[src/hw/rtl/hid_keyboard_report_differ_macros.svh]
// ----------------------------------------------------------------------------
// hid keyboard report differ assertion macros
// concurrent assertion wrappers, empty when SYNTHESIS is defined
// ----------------------------------------------------------------------------
`ifndef HID_KEYBOARD_REPORT_DIFFER_MACROS_SVH
`define HID_KEYBOARD_REPORT_DIFFER_MACROS_SVH

`ifndef SYNTHESIS
`define HKRD_ASSERT_CLK(label, clk, rst_n, prop) \
  label: assert property (@(posedge clk) disable iff (!rst_n) prop) \
    else $error("hkrd assertion failed");
`define HKRD_ASSERT(label, prop) \
  `HKRD_ASSERT_CLK(label, clk_i, rst_ni, prop)
`else
`define HKRD_ASSERT_CLK(label, clk, rst_n, prop)
`define HKRD_ASSERT(label, prop)
`endif

`endif

[src/hw/rtl/hkrd_pkg.sv]
// ----------------------------------------------------------------------------
// hkrd_pkg
// shared constants and types of the keyboard report differ
// ----------------------------------------------------------------------------
package hkrd_pkg;

  localparam int KEY_SLOT_COUNT = 6;
  localparam int INPUT_SLOTS    = 6;
  localparam int KEY_W          = 8;
  localparam int MOD_BITS       = 8;
  localparam int EVENT_COUNT    = MOD_BITS + 2 * KEY_SLOT_COUNT;

  localparam int IN_SLOTS_W     = INPUT_SLOTS * KEY_W;
  localparam int IN_TDATA_W     = ((MOD_BITS + IN_SLOTS_W + 7) / 8) * 8;
  localparam int OUT_TDATA_W    = KEY_W;

  localparam int PADDR_W        = 3;
  localparam int PDATA_W        = 32;

  // register index, taken from paddr[2]
  localparam logic REG_MOD_BASE = 1'b0;

  localparam logic [KEY_W-1:0] MOD_BASE_RESET = 8'd224;

  typedef logic [KEY_SLOT_COUNT-1:0][KEY_W-1:0] key_slots_t;

  typedef struct packed {
    logic [EVENT_COUNT-1:0]            mask;
    logic [EVENT_COUNT-1:0][KEY_W-1:0] code;
    logic [EVENT_COUNT-1:0]            press;
  } event_set_t;

endpackage

[src/hw/rtl/hkrd_diff.sv]
// ----------------------------------------------------------------------------
// hkrd_diff
// compares one report with the stored one and lays out all candidate events
// in emission order: modifier bits, then presses, then releases
// ----------------------------------------------------------------------------
module hkrd_diff (
  input  logic [hkrd_pkg::MOD_BITS-1:0]   mods_i,
  input  logic [hkrd_pkg::IN_SLOTS_W-1:0] keys_i,
  input  logic [hkrd_pkg::MOD_BITS-1:0]   prev_mods_i,
  input  hkrd_pkg::key_slots_t            prev_keys_i,
  input  logic [hkrd_pkg::KEY_W-1:0]      mod_base_i,
  output hkrd_pkg::key_slots_t            cur_keys_o,
  output hkrd_pkg::event_set_t            events_o
);

  localparam int K = hkrd_pkg::KEY_SLOT_COUNT;
  localparam int M = hkrd_pkg::MOD_BITS;

  hkrd_pkg::key_slots_t cur;
  logic [K-1:0] hit_prev;
  logic [K-1:0] hit_cur;

  for (genvar s = 0; s < K; s++) begin : g_slot
    if (s < hkrd_pkg::INPUT_SLOTS) begin : g_in
      assign cur[s] = keys_i[s*hkrd_pkg::KEY_W +: hkrd_pkg::KEY_W];
    end else begin : g_empty
      assign cur[s] = '0;
    end
  end

  assign cur_keys_o = cur;

  // cross compare of current and previous slots
  always_comb begin
    for (int s = 0; s < K; s++) begin
      hit_prev[s] = 1'b0;
      hit_cur[s]  = 1'b0;
      for (int j = 0; j < K; j++) begin
        if (prev_keys_i[j] == cur[s]) hit_prev[s] = 1'b1;
        if (cur[j] == prev_keys_i[s]) hit_cur[s] = 1'b1;
      end
    end
  end

  always_comb begin
    events_o = '0;
    for (int i = 0; i < M; i++) begin
      events_o.mask[i]  = mods_i[i] ^ prev_mods_i[i];
      events_o.code[i]  = mod_base_i + hkrd_pkg::KEY_W'(i);
      events_o.press[i] = mods_i[i];
    end
    for (int s = 0; s < K; s++) begin
      events_o.mask[M+s]    = (cur[s] != '0) && !hit_prev[s];
      events_o.code[M+s]    = cur[s];
      events_o.press[M+s]   = 1'b1;
      events_o.mask[M+K+s]  = (prev_keys_i[s] != '0) && !hit_cur[s];
      events_o.code[M+K+s]  = prev_keys_i[s];
      events_o.press[M+K+s] = 1'b0;
    end
  end

endmodule

[src/hw/rtl/hid_keyboard_report_differ.sv]
// the first event of a report passes the event queue register, then the output register
// throughput: one event per cycle unless m_axis_tready stalls the output
// a report that causes no event leaves the queue empty; the next report is taken in the cycle
// the last event of the previous one moves into the output register
// reset: stored report cleared to zero, modifier base back to 224, no event pending
// ----------------------------------------------------------------------------
// hid_keyboard_report_differ
// turns boot keyboard reports into a stream of press and release events
// ----------------------------------------------------------------------------
`include "hid_keyboard_report_differ_macros.svh"

module hid_keyboard_report_differ (
  input  logic                              clk_i,
  input  logic                              rst_ni,
  // report stream
  input  logic                              s_axis_tvalid,
  output logic                              s_axis_tready,
  // [7:0] modifiers, [55:8] key_slots
  input  logic [hkrd_pkg::IN_TDATA_W-1:0]   s_axis_tdata,
  // event stream
  output logic                              m_axis_tvalid,
  input  logic                              m_axis_tready,
  // [7:0] keycode
  output logic [hkrd_pkg::OUT_TDATA_W-1:0]  m_axis_tdata,
  // [0] is_press
  output logic [0:0]                        m_axis_tuser,
  output logic                              m_axis_tlast,
  // register port
  input  logic                              psel,
  input  logic                              penable,
  input  logic                              pwrite,
  input  logic [hkrd_pkg::PADDR_W-1:0]      paddr,
  input  logic [hkrd_pkg::PDATA_W-1:0]      pwdata,
  output logic [hkrd_pkg::PDATA_W-1:0]      prdata,
  output logic                              pready
);

  localparam int E  = hkrd_pkg::EVENT_COUNT;
  localparam int KW = hkrd_pkg::KEY_W;

  logic [KW-1:0]                   mod_base_q;
  logic [hkrd_pkg::MOD_BITS-1:0]   prev_mods_q;
  hkrd_pkg::key_slots_t            prev_keys_q;

  logic [E-1:0]                    pend_mask_q, pend_mask_d;
  logic [E-1:0][KW-1:0]            pend_code_q;
  logic [E-1:0]                    pend_press_q;

  logic                            m_valid_q, m_valid_d;
  logic [KW-1:0]                   m_code_q;
  logic                            m_press_q;
  logic                            m_last_q;

  hkrd_pkg::key_slots_t            cur_keys;
  hkrd_pkg::event_set_t            events;

  logic [E-1:0]                    sel_oh;
  logic [E-1:0]                    mask_after;
  logic [KW-1:0]                   sel_code;
  logic                            sel_press;
  logic                            out_load;
  logic                            in_accept;
  logic                            cfg_write;

  // ---------------------------------------------------------------- config
  assign pready    = 1'b1;
  assign cfg_write = psel && penable && pwrite && pready;

  always_comb begin
    prdata = '0;
    if (paddr[2] == hkrd_pkg::REG_MOD_BASE) begin
      prdata[KW-1:0] = mod_base_q;
    end
  end

  always_ff @(posedge clk_i or negedge rst_ni) begin
    if (!rst_ni) begin
      mod_base_q <= hkrd_pkg::MOD_BASE_RESET;
    end else if (cfg_write && (paddr[2] == hkrd_pkg::REG_MOD_BASE)) begin
      mod_base_q <= pwdata[KW-1:0];
    end
  end

  // ---------------------------------------------------------------- diff
  hkrd_diff u_diff (
    .mods_i      (s_axis_tdata[hkrd_pkg::MOD_BITS-1:0]),
    .keys_i      (s_axis_tdata[hkrd_pkg::MOD_BITS +: hkrd_pkg::IN_SLOTS_W]),
    .prev_mods_i (prev_mods_q),
    .prev_keys_i (prev_keys_q),
    .mod_base_i  (mod_base_q),
    .cur_keys_o  (cur_keys),
    .events_o    (events)
  );

  // ---------------------------------------------------------------- event queue
  // lowest pending event goes next
  assign sel_oh = pend_mask_q & (~pend_mask_q + E'(1));

  always_comb begin
    sel_code  = '0;
    sel_press = 1'b0;
    for (int i = 0; i < E; i++) begin
      sel_code  = sel_code | (pend_code_q[i] & {KW{sel_oh[i]}});
      sel_press = sel_press | (pend_press_q[i] & sel_oh[i]);
    end
  end

  assign out_load   = (pend_mask_q != '0) && (!m_valid_q || m_axis_tready);
  assign mask_after = out_load ? (pend_mask_q & ~sel_oh) : pend_mask_q;

  assign s_axis_tready = (mask_after == '0);
  assign in_accept     = s_axis_tvalid && s_axis_tready;

  assign pend_mask_d = in_accept ? events.mask : mask_after;

  always_comb begin
    m_valid_d = m_valid_q;
    if (out_load) begin
      m_valid_d = 1'b1;
    end else if (m_axis_tready) begin
      m_valid_d = 1'b0;
    end
  end

  always_ff @(posedge clk_i or negedge rst_ni) begin
    if (!rst_ni) begin
      pend_mask_q <= '0;
      m_valid_q   <= 1'b0;
      prev_mods_q <= '0;
      prev_keys_q <= '0;
    end else begin
      pend_mask_q <= pend_mask_d;
      m_valid_q   <= m_valid_d;
      if (in_accept) begin
        prev_mods_q <= s_axis_tdata[hkrd_pkg::MOD_BITS-1:0];
        prev_keys_q <= cur_keys;
      end
    end
  end

  always_ff @(posedge clk_i) begin
    if (in_accept) begin
      pend_code_q  <= events.code;
      pend_press_q <= events.press;
    end
    if (out_load) begin
      m_code_q  <= sel_code;
      m_press_q <= sel_press;
      m_last_q  <= ((pend_mask_q & ~sel_oh) == '0);
    end
  end

  assign m_axis_tvalid   = m_valid_q;
  assign m_axis_tdata    = m_code_q;
  assign m_axis_tuser[0] = m_press_q;
  assign m_axis_tlast    = m_last_q;

  // ---------------------------------------------------------------- checks
  `HKRD_ASSERT(a_events_queued,
      (in_accept && (events.mask != '0)) |=> (pend_mask_q != '0))
  `HKRD_ASSERT(a_one_event_per_pop,
      (out_load && !in_accept) |=>
      ($countones(pend_mask_q) == $countones($past(pend_mask_q)) - 1))
  `HKRD_ASSERT(a_prev_mods_stored,
      in_accept |=> (prev_mods_q == $past(s_axis_tdata[hkrd_pkg::MOD_BITS-1:0])))

endmodule

[config.mk]
export PLATFORM = sky130hd
export DESIGN_NAME = hid_keyboard_report_differ
export DESIGN_NICKNAME = d
export VERILOG_FILES = /design/src/hw/rtl/hkrd_pkg.sv /design/src/hw/rtl/hkrd_diff.sv /design/src/hw/rtl/hid_keyboard_report_differ.sv
export VERILOG_INCLUDE_DIRS = /design/src /design/src/hw/rtl
export SDC_FILE = /design/constraint.sdc
export NUM_CORES = 1
export LEC_CHECK = 0
export BUFFER_PORTS_ARGS = -buffer_cell sky130_fd_sc_hd__buf_4
export CAP_MARGIN = 20
export CORE_MARGIN = 4
export CORE_UTILIZATION = 45
export CTS_BUF_LIST = sky130_fd_sc_hd__clkbuf_4 sky130_fd_sc_hd__clkbuf_8 sky130_fd_sc_hd__clkbuf_16
export CTS_CLUSTER_DIAMETER = 150
export DETAILED_ROUTE_END_ITERATION = 12
export GPL_ROUTABILITY_DRIVEN = 0
export HOLD_SLACK_MARGIN = 0.02
export PLACE_DENSITY = 0.68
export SLEW_MARGIN = 30
export SYNTH_ARGS = -nofsm -noshare
export SYNTH_HDL_FRONTEND = slang
export SYNTH_HIERARCHICAL = 1
export SYNTH_SLANG_ARGS = --single-unit
export TNS_END_PERCENT = 1
[constraint.sdc]
create_clock -name clk_i -period 10.5 [get_ports clk_i]
set_input_delay 0.525 -clock clk_i [delete_from_list [all_inputs] [get_ports clk_i]]
set_output_delay 0.525 -clock clk_i [all_outputs]
set_load 0.03 [all_outputs]
; Word level (Yosys, flattened, before mapping)
; Index checks and enable logic that the tools add are counted.
[totals]
word_cells = 311
register_bits = 263
inputBits = 98
[op_classes]
n_mux = 77
bitwise_logic = 73
add_sub_neg = 8
reduce_logical = 47
n_eq_ne = 72
[op_table]
columns = cell, n
row1 = equality test 8 bit, 72
row2 = bitwise AND 8 bit, 20
row3 = OR 8 bit, 19
row4 = nonzero test 8 bit, 12
row5 = 2-to-1 mux 1 bit, 74
row6 = bitwise AND 20 bit, 2
row7 = zero test 20 bit, 2
row8 = 2-to-1 mux 20 bit, 2
row9 = NOT 20 bit, 2
row10 = adder 8 x 3 -> 8 bit (second input constant), 4
row11 = adder 20 x 1 -> 20 bit (second input constant), 1
row12 = nonzero test 20 bit, 1
row13 = logical AND 1 bit, 17
row14 = adder 8 x 2 -> 8 bit (second input constant), 2
row15 = zero test 1 bit, 13
row16 = OR 1 bit, 13
row17 = adder 8 x 1 -> 8 bit (second input constant), 1
row18 = bitwise AND 1 bit, 8
row19 = 2-to-1 mux 8 bit, 1
row20 = bitwise XOR 1 bit, 8
row21 = nonzero test 2 bit, 1
row22 = logical OR 1 bit, 1
row23 = NOT 1 bit, 1

; Longest topological paths before layout
; Gate-level depths: netlist of the first run.
[depth]
word_depth = 23
mapped_depth = 11

; Modules after synthesis
; The synthesis of the first run kept the hierarchy.
[modules_own_cells]
columns = mod, seq_area_each_um2, area_each_um2, n_inst, cells_each
row1 = hid_keyboard_report_differ, 7836.3, 10892.9, 1, 700
row2 = hkrd_diff, 0.0, 6198.4, 1, 848

; Least setup slack after synthesis of the first run
; Ideal clock, no wire load.
[synth_path]
path_type = register -> register
from = register pend_mask_q[0]
to = register pend_code_q[0] in the netlist's numbering, enable pin
n_path_buf = 1
stages_incl_launch_ff = 9
setup_slack_ns = 3.653
required_time_ns = 9.936
arrival_ns = 6.283
setup_ns = 0.564
path_cell_list = dfrtp_1 buf_2 or4_1 nor3_1 o211ai_1 a211oi_1 nand3_1 nor4_1 and3_1
[synth_between]
elab_chain_cells = 8
word_cells_on_any_way = 10
classes_between = 1 x add/sub / 1 x mux / 4 x bitwise / 4 x reduce/logical
[synth_lines]
columns = item, line_no
row1 = "start, declared", hid_keyboard_report_differ.sv:45  ; logic [E-1:0] pend_mask_q, pend_mask_d;
row2 = "start signal, assigned", hid_keyboard_report_differ.sv:132  ; pend_mask_q <= pend_mask_d;
row3 = NOT 20 bit, hid_keyboard_report_differ.sv:97  ; assign sel_oh = pend_mask_q & (~pend_mask_q + E'(1));
row4 = adder 20 x 1 -> 20 bit, hid_keyboard_report_differ.sv:97
row5 = bitwise AND 20 bit, hid_keyboard_report_differ.sv:97
row6 = NOT 20 bit, hid_keyboard_report_differ.sv:109  ; assign mask_after = out_load ? (pend_mask_q & ~sel_oh) : pend_mask_q;
row7 = bitwise AND 20 bit, hid_keyboard_report_differ.sv:109
row8 = 2-to-1 mux 20 bit *, hid_keyboard_report_differ.sv:109
row9 = zero test 20 bit *, hid_keyboard_report_differ.sv:111  ; assign s_axis_tready = (mask_after == '0);
row10 = logical AND 1 bit *, hid_keyboard_report_differ.sv:112  ; assign in_accept = s_axis_tvalid && s_axis_tready;
row11 = via in_accept, hid_keyboard_report_differ.sv:62  ; logic in_accept;
row12 = "end signal, assigned", hid_keyboard_report_differ.sv:143  ; pend_code_q <= events.code;
row13 = "end, declared", hid_keyboard_report_differ.sv:46  ; logic [E-1:0][KW-1:0] pend_code_q;
; Mark *: on every way through the listed nets, which the timed path passes. The rest lies on a longest branch.
; A chain may end at the register's enable or synchronous reset.

; Worst setup path in the final report of the first run
[layout_path]
from = register pend_mask_q[1]
to = register pend_code_q[143] in the netlist's numbering, enable pin
; The elaborated chain is that of the path after synthesis.

==> flow_summary.toml, run 1 <==
[die]
die_area_mm2 = 0.0412
pin_count = 143
die_h_um = 203
die_w_um = 203
fp.coreArea_mm2 = 0.0376
start_util = 0.455
num_rows = 71

[clock_tree]
cts_tree = "built"
clockBufferDepth = 3
cts_setup_buffers = 0
numCtsBuffers = 29
htreeDepth = 1
root_buffer = "clkbuf_16"
insertion_delay_ns = 0.55
cts.sinks = 275
clk_pin_slew_ns = 0.06

[global_routing]
grt_pass1_wl_um = 68900
grt_max_degree = 77
grt_pass1_vias = 10900
grt_usage = 0.218
grt.overflow.total = 0
antenna_found_initial = 1

[power_and_ir_drop]
clockPowerShare = 0.216
switching_share = 0.413
pwr-share-comb = 0.379
pwr-share-seq = 0.405
leakagePower_nw = 6.72
p_sw_mw = 2.24
max-vdd-ir-drop_mv = 0.135
internal-power_mw = 3.19
p_per_area_mw_per_mm2 = 311

[timing]
period_needed_ns = 5.05
fin_skew_ns = 0.0196
slew_viol_final = 0
finalHoldViolations = 0
worst_pin_slew_ns = 1.13
fin_ws_ns = 5.45
max_freq_mhz = 198
maxSlewHeadroom = 0.244
fin_crit_sh = 0.481
whs_ns = 0.177
rsz0062_at_grt = "false"
finalSetupTns_ns = 0
setup_violations = 0

[critical_path]
critPathRequiredTime_ns = 10.66
worst-path-buf-inv = 1
path_class = "reg2reg"
crit_path_cell_trace = "nor4_4 > nand3_1 > o31ai_1 > and3_1 > nand3_1 > nor4_1 > and3_4 > buf_4"
critPathArrivalTime_ns = 5.21
crit_path_end_kind = "flip-flop"
path_max_fanout = 76
critPathLaunchType = "flip-flop"
slowest_stage = "buf_4"
cp_slowest_stage_delay_ns = 0.85
cpLargestDelayFamily = "simple AND/OR/NAND/NOR gates"
crit_top_cell = "nand3_1"

[detailed_routing]
vias = 11200
drt-vias-per-instance = 5.87
ant_nets = 0
wire_per_inst_um = 24.5
routed_wl_um = 46800
dr.pass1.iters = 8
drcViolationCount = 0
drtIter0Drc = 1440

[finish]
layout_commonest_cell = "xor2_1"
final_cell_mix = "xor2_1, edfxtp_1, xnor2_1"
final_util = 0.464
final_cells = 1908
fillerInstances = 3372
regArea_mm2 = 0.00784
area_delta_synth_final_pct = 2.01
final_nets = 1480
drive_gt1_frac = 0.129
multi_input_area_mm2 = 0.00698

[run]
drv_cap = 0

[worst_hold_path]
hold_class = "in2reg"

[placed_design]
numPortBuffers = 91
place_ws_ns = 5.60
dp_hpwl_um = 32200
dp_cells = 1852

[synthesis]
synth_seq_area_share = 0.458
yosysTopAreaCell = "edfxtp_1"
synth_cells = 1548
ys_types = 67
synth-async-reset-ratio = 0.309
synth_area_leaders = "edfxtp_1, dfrtp_1, xor2_1"
ys_seq_elements = 275
synth-edff-count = 190
synth.avg_cell_area_um2 = 11.0
synth_top_cell_area_share = 0.334
synth-main-ff-cell = "edfxtp_1"
syn_area_mm2 = 0.0171
synth_warnings = 6

[run_status]
outcome = "finished clean"
==> metal layers <==
metal | GRT usage | vias up | wire (um)
met2 | 0.365 | 609 | 22300
met1 | 0.296 | 5600 | 19200
met3 | 0.0289 | 130 | 3570
met4 | 0.0679 | 0 | 1690
li1 | - | 4869 | -
met5 | 0 | - | 0
==> registers in the layout (all words and copies together), names as in the netlist, 8 cells and up <==
signal        count
prev_mods_q       8
pend_code_q     160
prev_keys_q      48
m_axis_tdata      8
pend_press_q     20
pend_mask_q      20
mod_base_q        8
==> metrics by stage <==
stage               area [um2]  total power [mW]
floorplan                17200              3.77
global placement         16300              4.13
detailed placement       16300              4.22
CTS                      17400              5.40
global route             17400              5.68
finish                   17400              5.43
==> Yosys cell counts, drive strengths merged (5+ instances only) <==
| cell | n |
|---|---|
| and3 | 7 |
| dfrtp | 82 |
| a22o | 12 |
| clkbuf | 21 |
| mux2 | 64 |
| nor2 | 52 |
| a22oi | 31 |
| inv | 26 |
| nand2 | 85 |
| nand3 | 15 |
| o2111ai | 5 |
| o21ai | 24 |
| nor4 | 88 |
| ha | 9 |
| a222oi | 19 |
| a221oi | 11 |
| nand4 | 42 |
| xnor2 | 105 |
| edfxtp | 190 |
| nor3 | 18 |
| buf | 320 |
| a21oi | 11 |
| a211oi | 9 |
| nor2b | 11 |
| xor2 | 227 |
==> worst paths after layout <==
kind / start / endpoint / slack, ns / cells past startpoint
min: s_axis_tdata[7] / pend_press_q[7]$_DFFE_PP_ / 0.18 / 1
min in group asynchronous: rst_ni / prev_keys_q[37]$_DFFE_PN0P_ / 0.50 / 2
max reg2reg: pend_mask_q[1]$_DFF_PN0_ / pend_code_q[143]$_DFFE_PP_ / 5.45 / 8
max: pend_mask_q[1]$_DFF_PN0_ / pend_code_q[143]$_DFFE_PP_ / 5.45 / 8
min reg2reg: prev_mods_q[1]$_DFFE_PN0P_ / prev_mods_q[1]$_DFFE_PN0P_ / 0.51 / 1
max in group asynchronous: rst_ni / prev_mods_q[3]$_DFFE_PN0P_ / 8.93 / 3
==> worst reg2reg max path, delay by kind of cell, from the launching register on <==
kind | cells | cell delay [ns]
buf+inv | 1 | 0.87
flops | 1 | 0.64
compound gates | 1 | 0.65
simple gates | 6 | 2.45
==> final cells by class <==
class / count / area share
multi-input cells: 939 / 0.400
clock inverters: 16 / 0.0177
flip-flops and latches: 275 / 0.449
diodes: 1 / 0.000144
well taps: 511 / 0.0367
repair buffers: 102 / 0.0441
inverters: 26 / 0.00560
clock buffers: 38 / 0.0462
==> power groups by stage <==
stage | Sequential [mW] | Clock (mW) | Combinational, mW
6_report | 2.20 | 1.17 | 2.06
5_1_grt | 2.22 | 1.24 | 2.22
4_1_cts | 2.17 | 1.19 | 2.04
3_5_place_dp | 2.20 | 0 | 2.02
3_3_place_gp | 2.18 | 0 | 1.96
2_1_floorplan | 1.80 | 0 | 1.97
==> timing repair <==
item / 4_1_cts / 5_1_grt
setup endpoints to repair: 0 / 0
endpoints found under the hold margin: 37 / 0
resized for setup: 0 / 0
hold buffers: 1 / 0
==> cells by family (layout without fill, tap and decap cells) <==
logic type	after synthesis	in the layout	synth area share
AOI/OAI and AO/OA	154	154	0.0708
DFF	275	275	0.458
and+or+nand+nor	341	341	0.107
xor gates and xnor gates	332	332	0.170
other	4	38	0.000878
buffers and inverters	367	182	0.143
muxes	64	64	0.0422
adders and majority gates	11	11	0.00776
(Power assumes the default switching activity.)
==> run 2, diff against run 1 <==
--- a/config.mk
+++ b/config.mk
@@ -15,7 +15,7 @@
 export DETAILED_ROUTE_END_ITERATION = 12
 export GPL_ROUTABILITY_DRIVEN = 0
 export HOLD_SLACK_MARGIN = 0.02
-export PLACE_DENSITY = 0.68
+export PLACE_DENSITY = 0.7
 export SLEW_MARGIN = 30
 export SYNTH_ARGS = -nofsm -noshare
 export SYNTH_HDL_FRONTEND = slang
==> constraint.sdc (replaced) <==
create_clock -name clk_i -period 4.46 [get_ports clk_i]
set_input_delay 0.223 -clock clk_i [delete_from_list [all_inputs] [get_ports clk_i]]
set_output_delay 0.223 -clock clk_i [all_outputs]
set_load 0.03 [all_outputs]
==> run 2 against run 1 <==
Net effect:
- setup slack got worse by 4.7 ns
- via count grew 2.0%
- wire length grew 0.25%
- die area unchanged
- clock skew fell by 0.0048 ns
- critical path type unchanged
- largest cell class unchanged
- largest power group unchanged
==> flow_summary.toml, run 2 (same netlist as run 1, synthesis figures left out) <==
[run_status]
outcome = "finished clean"

[critical_path]
path_class = "reg2reg"
crit_path_end_kind = "flip-flop"
critPathRequiredTime_ns = 4.91
r2r_setup_slack_ns = 0.73
path_max_fanout = 29
critPathArrivalTime_ns = 4.18
critPathLaunchType = "flip-flop"

[run]
drv_cap = 0

[die]
die_area_mm2 = 0.0412
fp.coreArea_mm2 = 0.0376
num_rows = 71
die_h_um = 203
pin_count = 143
die_w_um = 203
start_util = 0.455

[worst_hold_path]
hold_class = "in2reg"

[global_routing]
grt_pass1_vias = 11200
grt.overflow.total = 0
grt_usage = 0.221
antenna_found_initial = 1
grt_pass1_wl_um = 70100
grt_max_degree = 57

[detailed_routing]
routed-wl-met2_um = 21900
routed_wl_um = 46900
dr.pass1.iters = 6
m1WireLength_um = 18700
vias = 11400
met3RoutedLength_um = 4420
drcViolationCount = 0
wire_per_inst_um = 23.7
top_layer_used = "met5"
drtIter0Drc = 1502
ant_nets = 0
drt-vias-per-instance = 5.79

[clock_tree]
cts.sinks = 275
ctsResizeCount = 0
htreeDepth = 1
clockBufferDepth = 3
cts_setup_buffers = 0
numCtsBuffers = 29
cts_tree = "built"
insertion_delay_ns = 0.57
clk_pin_slew_ns = 0.06
root_buffer = "clkbuf_16"

[timing]
rsz0062_at_grt = "false"
slew_viol_final = 0
fin_ws_ns = 0.730
period_needed_ns = 3.73
max_freq_mhz = 268
worst_pin_slew_ns = 0.951
whs_ns = 0.0454
fin_skew_ns = 0.0147
maxSlewHeadroom = 0.364
finalSetupTns_ns = 0
finalHoldViolations = 0
setup_violations = 0
fin_crit_sh = 0.836

[power_and_ir_drop]
switching_share = 0.422
p_per_area_mw_per_mm2 = 695
p_sw_mw = 5.27
pwr-share-comb = 0.397
internal-power_mw = 7.23
pwr-share-seq = 0.407
max-vdd-ir-drop_mv = 0.320
leakagePower_nw = 6.93
clockPowerShare = 0.195

[finish]
layout_commonest_cell = "xor2_1"
area_delta_synth_final_pct = 5.23
regMostFlops = "pend_code_q"
drive_gt1_frac = 0.124
final_cell_mix = "xor2_1, edfxtp_1, xnor2_1"
multi_input_area_mm2 = 0.00694
design_area_mm2 = 0.0180
regArea_mm2 = 0.00784
insertedDiodeCount = 0
final_nets = 1548
reg_top3 = "pend_code_q (160), prev_keys_q (48)"
largest_reg_flops = 160
fillerInstances = 3334
final_cells = 1975

[placed_design]
dpl_cell_area_mm2 = 0.0164
place_ws_ns = 0.783
numPortBuffers = 91
dp_hpwl_um = 32300
dp_cells = 1859
run 2: cell types whose count changed in the layout (fill, tap and decap cells not counted), sizes merged:
cell	before	now
bufinv	9	3
clkbuf	38	33
clkinvlp	1	5
buf	101	108
dlygate4sd3	1	62
diode	1	0
clkinv	5	12
run 2: what timing repair did:
item,4_1_cts,5_1_grt
setup endpoints to repair,0,0
hold buffers,62,0
hold endpoints to repair,118,0
run 2: critical path, cell delays in order, from the launching register on:
cell       delay [ns]
dfrtp_1          0.48
nor4_1           0.56
nand4_2          0.33
o41ai_1          0.40
o2111ai_1        0.21
or4b_4           0.54
nor2_4           0.45
buf_12           0.27
mux2_1           0.34
run 2: cell type report:
| cell class | count | share of cell area |
|---|---|---|
| multi-input cells | 939 | 0.386 |
| repair buffers | 170 | 0.0831 |
| well taps | 511 | 0.0356 |
| flip-flops and latches | 275 | 0.436 |
| clock inverters | 21 | 0.0115 |
| clock buffers | 33 | 0.0427 |
| inverters | 26 | 0.00543 |
run 2: per-layer routing:
layer | vias up | GRT usage
met4 | 2 | 0.0834
met5 | - | 0
met1 | 5599 | 0.296
met3 | 140 | 0.0439
met2 | 672 | 0.357
li1 | 5017 | -
run 2: worst paths after layout:
path / start / endpoint / depth (start not counted)
min in group asynchronous: rst_ni / prev_keys_q[24]$_DFFE_PN0P_ / 2
max in group asynchronous: rst_ni / prev_mods_q[5]$_DFFE_PN0P_ / 3
min: s_axis_tdata[25] / pend_code_q[81]$_DFFE_PP_ / 1
min reg2reg: prev_mods_q[4]$_DFFE_PN0P_ / prev_mods_q[4]$_DFFE_PN0P_ / 1
max reg2reg: pend_mask_q[6]$_DFF_PN0_ / prev_keys_q[26]$_DFFE_PN0P_ / 8
max: pend_mask_q[6]$_DFF_PN0_ / prev_keys_q[26]$_DFFE_PN0P_ / 8
run 2: power by group through the flow:
stage	sequential, mW	combinational, mW	clock, mW
after CTS	5.04	4.92	2.47
after global placement	5.05	4.71	0
after detailed placement	5.09	4.84	0
after floorplan	4.18	4.63	0
after global routing	5.15	5.39	2.59
final	5.09	4.97	2.44
run 2: through the flow:
| step | utilization | total power [mW] |
|---|---|---|
| 2_1_floorplan | - | 8.81 |
| 6_report | 0.479 | 12.5 |
| 5_1_grt | 0.479 | 13.1 |
| 3_5_place_dp | 0.436 | 9.93 |
| 4_1_cts | 0.479 | 12.4 |
| 3_3_place_gp | 0.436 | 9.77 |
==> run 3, diff against run 2 <==
--- a/config.mk
+++ b/config.mk
@@ -15,7 +15,7 @@
 export DETAILED_ROUTE_END_ITERATION = 12
 export GPL_ROUTABILITY_DRIVEN = 0
 export HOLD_SLACK_MARGIN = 0.02
-export PLACE_DENSITY = 0.7
+export PLACE_DENSITY = 0.68
 export SLEW_MARGIN = 30
 export SYNTH_ARGS = -nofsm -noshare
 export SYNTH_HDL_FRONTEND = slang
==> constraint.sdc (replaced) <==
create_clock -name clk_i -period 3.6 [get_ports clk_i]
set_input_delay 0.18 -clock clk_i [delete_from_list [all_inputs] [get_ports clk_i]]
set_output_delay 0.18 -clock clk_i [all_outputs]
set_load 0.03 [all_outputs]
==> run 3 against run 2 <==
Net effect:
- clock power increased by 25%
- design area increased by 1.1%
- sequential power increased by 25%
- clock-buffer cell count increased by 4
- hold slack improved by 0.091 ns
- power increased by 27%
- non-clock buffer count increased by 13
- clock skew increased by 0.00072 ns
- highest routed layer is now met4
==> flow_summary.toml, run 3 (same netlist as run 1, synthesis figures left out) <==
[worst_hold_path]
hold_class = "in2reg"
min_path_cells = 3

[finish]
area_delta_synth_final_pct = 6.38
final_nets = 1561
drive_gt1_frac = 0.136
reg_top3 = "pend_code_q (160), prev_keys_q (48)"
insertedDiodeCount = 0
regMostFlops = "pend_code_q"
largest_reg_flops = 160
fillerInstances = 3369
layout_commonest_cell = "xor2_1"
final_cells = 1988
final_util = 0.484
final_cell_mix = "xor2_1, edfxtp_1, buf_4"

[power_and_ir_drop]
p_per_area_mw_per_mm2 = 872
leakagePower_nw = 7.04
pwr-share-seq = 0.400
clockPowerShare = 0.192
max-vdd-ir-drop_mv = 0.358
p_sw_mw = 6.69
switching_share = 0.422
internal-power_mw = 9.16
pwr-share-comb = 0.408

[detailed_routing]
ant_nets = 0
dr.pass1.iters = 5
drcViolationCount = 0
vias = 11500
drt-vias-per-instance = 5.79
drtIter0Drc = 1411
wire_per_inst_um = 24.0
routed_wl_um = 47700

[timing]
fin_skew_ns = 0.0155
period_needed_ns = 3.45
rsz0062_at_grt = "true"
finalHoldViolations = 0
max_freq_mhz = 290
fin_ws_ns = 0.151
fin_crit_sh = 0.958
setup_violations = 0
worst_pin_slew_ns = 0.871
maxSlewHeadroom = 0.415
slew_viol_final = 0

[clock_tree]
insertion_delay_ns = 0.56
root_buffer = "clkbuf_16"
clockBufferDepth = 3
htreeDepth = 1
cts.sinks = 275
numCtsBuffers = 29
clk_pin_slew_ns = 0.06
cts_tree = "built"

[critical_path]
critPathArrivalTime_ns = 3.27
cp_slowest_stage_delay_ns = 0.53
crit_path_cell_trace = "nor4_4 > nand3_2 > o31ai_2 > a21boi_0 > o2111ai_1 > nor4_2 > buf_4"
critPathRequiredTime_ns = 3.42
slowest_stage = "nor4_4"
critPathLaunchType = "flip-flop"
ff2ff_path_depth = 8
path_class = "reg2out"
crit_path_end_kind = "primary output"
path_max_fanout = 8

[placed_design]
dp_hpwl_um = 32400
numPortBuffers = 91
dp_cells = 1868
place_ws_ns = 0.253

[die]
die_area_mm2 = 0.0412
start_util = 0.455
die_w_um = 203
fp.coreArea_mm2 = 0.0376
num_rows = 71
die_h_um = 203
pin_count = 143

[global_routing]
grt.overflow.total = 0
antenna_found_initial = 0
grt_usage = 0.225
grt_max_degree = 62
grt_pass1_wl_um = 71300
grt_pass1_vias = 11300

[run_status]
outcome = "finished clean"

[run]
drv_cap = 0
==> run 3: through the flow <==
| stage | power, mW | hold WS (ns) | setup TNS (ns) | instance area (um2) |
|---|---|---|---|---|
| floorplan | 11.0 | -0.116 | -25.14 | 17300 |
| global placement | 12.3 | 0.351 | 0 | 16500 |
| detailed placement | 12.5 | 0.366 | 0 | 16500 |
| CTS | 15.6 | 0.107 | 0 | 18100 |
| global route | 16.6 | 0.135 | -0.0594 | 18200 |
| finish | 15.8 | 0.137 | 0 | 18200 |
==> run 3: worst paths after layout <==
| check | startpoint | end | slack [ns] |
|---|---|---|---|
| hold reg to reg | prev_mods_q[3]$_DFFE_PN0P_ | prev_mods_q[3]$_DFFE_PN0P_ | 0.51 |
| setup / recovery | pend_mask_q[3]$_DFF_PN0_ | s_axis_tready | 0.15 |
| min in group asynchronous | rst_ni | prev_keys_q[40]$_DFFE_PN0P_ | 0.19 |
| max in group asynchronous | rst_ni | prev_keys_q[10]$_DFFE_PN0P_ | 2.60 |
| setup reg to reg | pend_mask_q[0]$_DFF_PN0_ | pend_code_q[7]$_DFFE_PP_ | 0.24 |
| hold / removal | m_axis_tready | pend_mask_q[0]$_DFF_PN0_ | 0.14 |
==> run 3: timing repair <==
item,CTS,global route
gates resized for setup,0,7
endpoints found under the setup margin,0,102
endpoints found under the hold margin,171,0
buffers inserted,0,1
hold buffers,65,0
==> run 3: layout make-up <==
class	instances	area [um2]	share of cell area
Tap cell	511	639	0.0352
Inverter	26	97.6	0.00537
Sequential cell	275	7840	0.431
Clock inverter	17	166	0.00915
Clock buffer	37	798	0.0439
Multi-Input combinational cell	939	7020	0.386
Timing Repair Buffer	183	1630	0.0895
==> run 3: power by group through the flow <==
stage                     clock (mW)  sequential, mW  combinational [mW]
after floorplan                    0            5.18                5.81
after global placement             0            6.28                6.02
after detailed placement           0            6.33                6.17
after CTS                       3.08            6.26                6.28
after global routing            3.20            6.42                6.98
final                           3.04            6.34                6.47
==> run 3: worst max-delay path: cells and delay by family (launching register included) <==
kind / cells / cell delay (ns)
AND/OR/NAND/NOR: 3 / 1.16
AO/OA/AOI/OAI: 3 / 0.85
flip-flops: 1 / 0.48
buffers and inverters: 1 / 0.23
==> run 3: routing by layer <==
layer	track usage	up-vias	share of wire
met4	0.0812	0	0.038
met2	0.364	646	0.47
met5	0	-	0
li1	-	5046	-
met3	0.0302	129	0.086
met1	0.313	5685	0.41
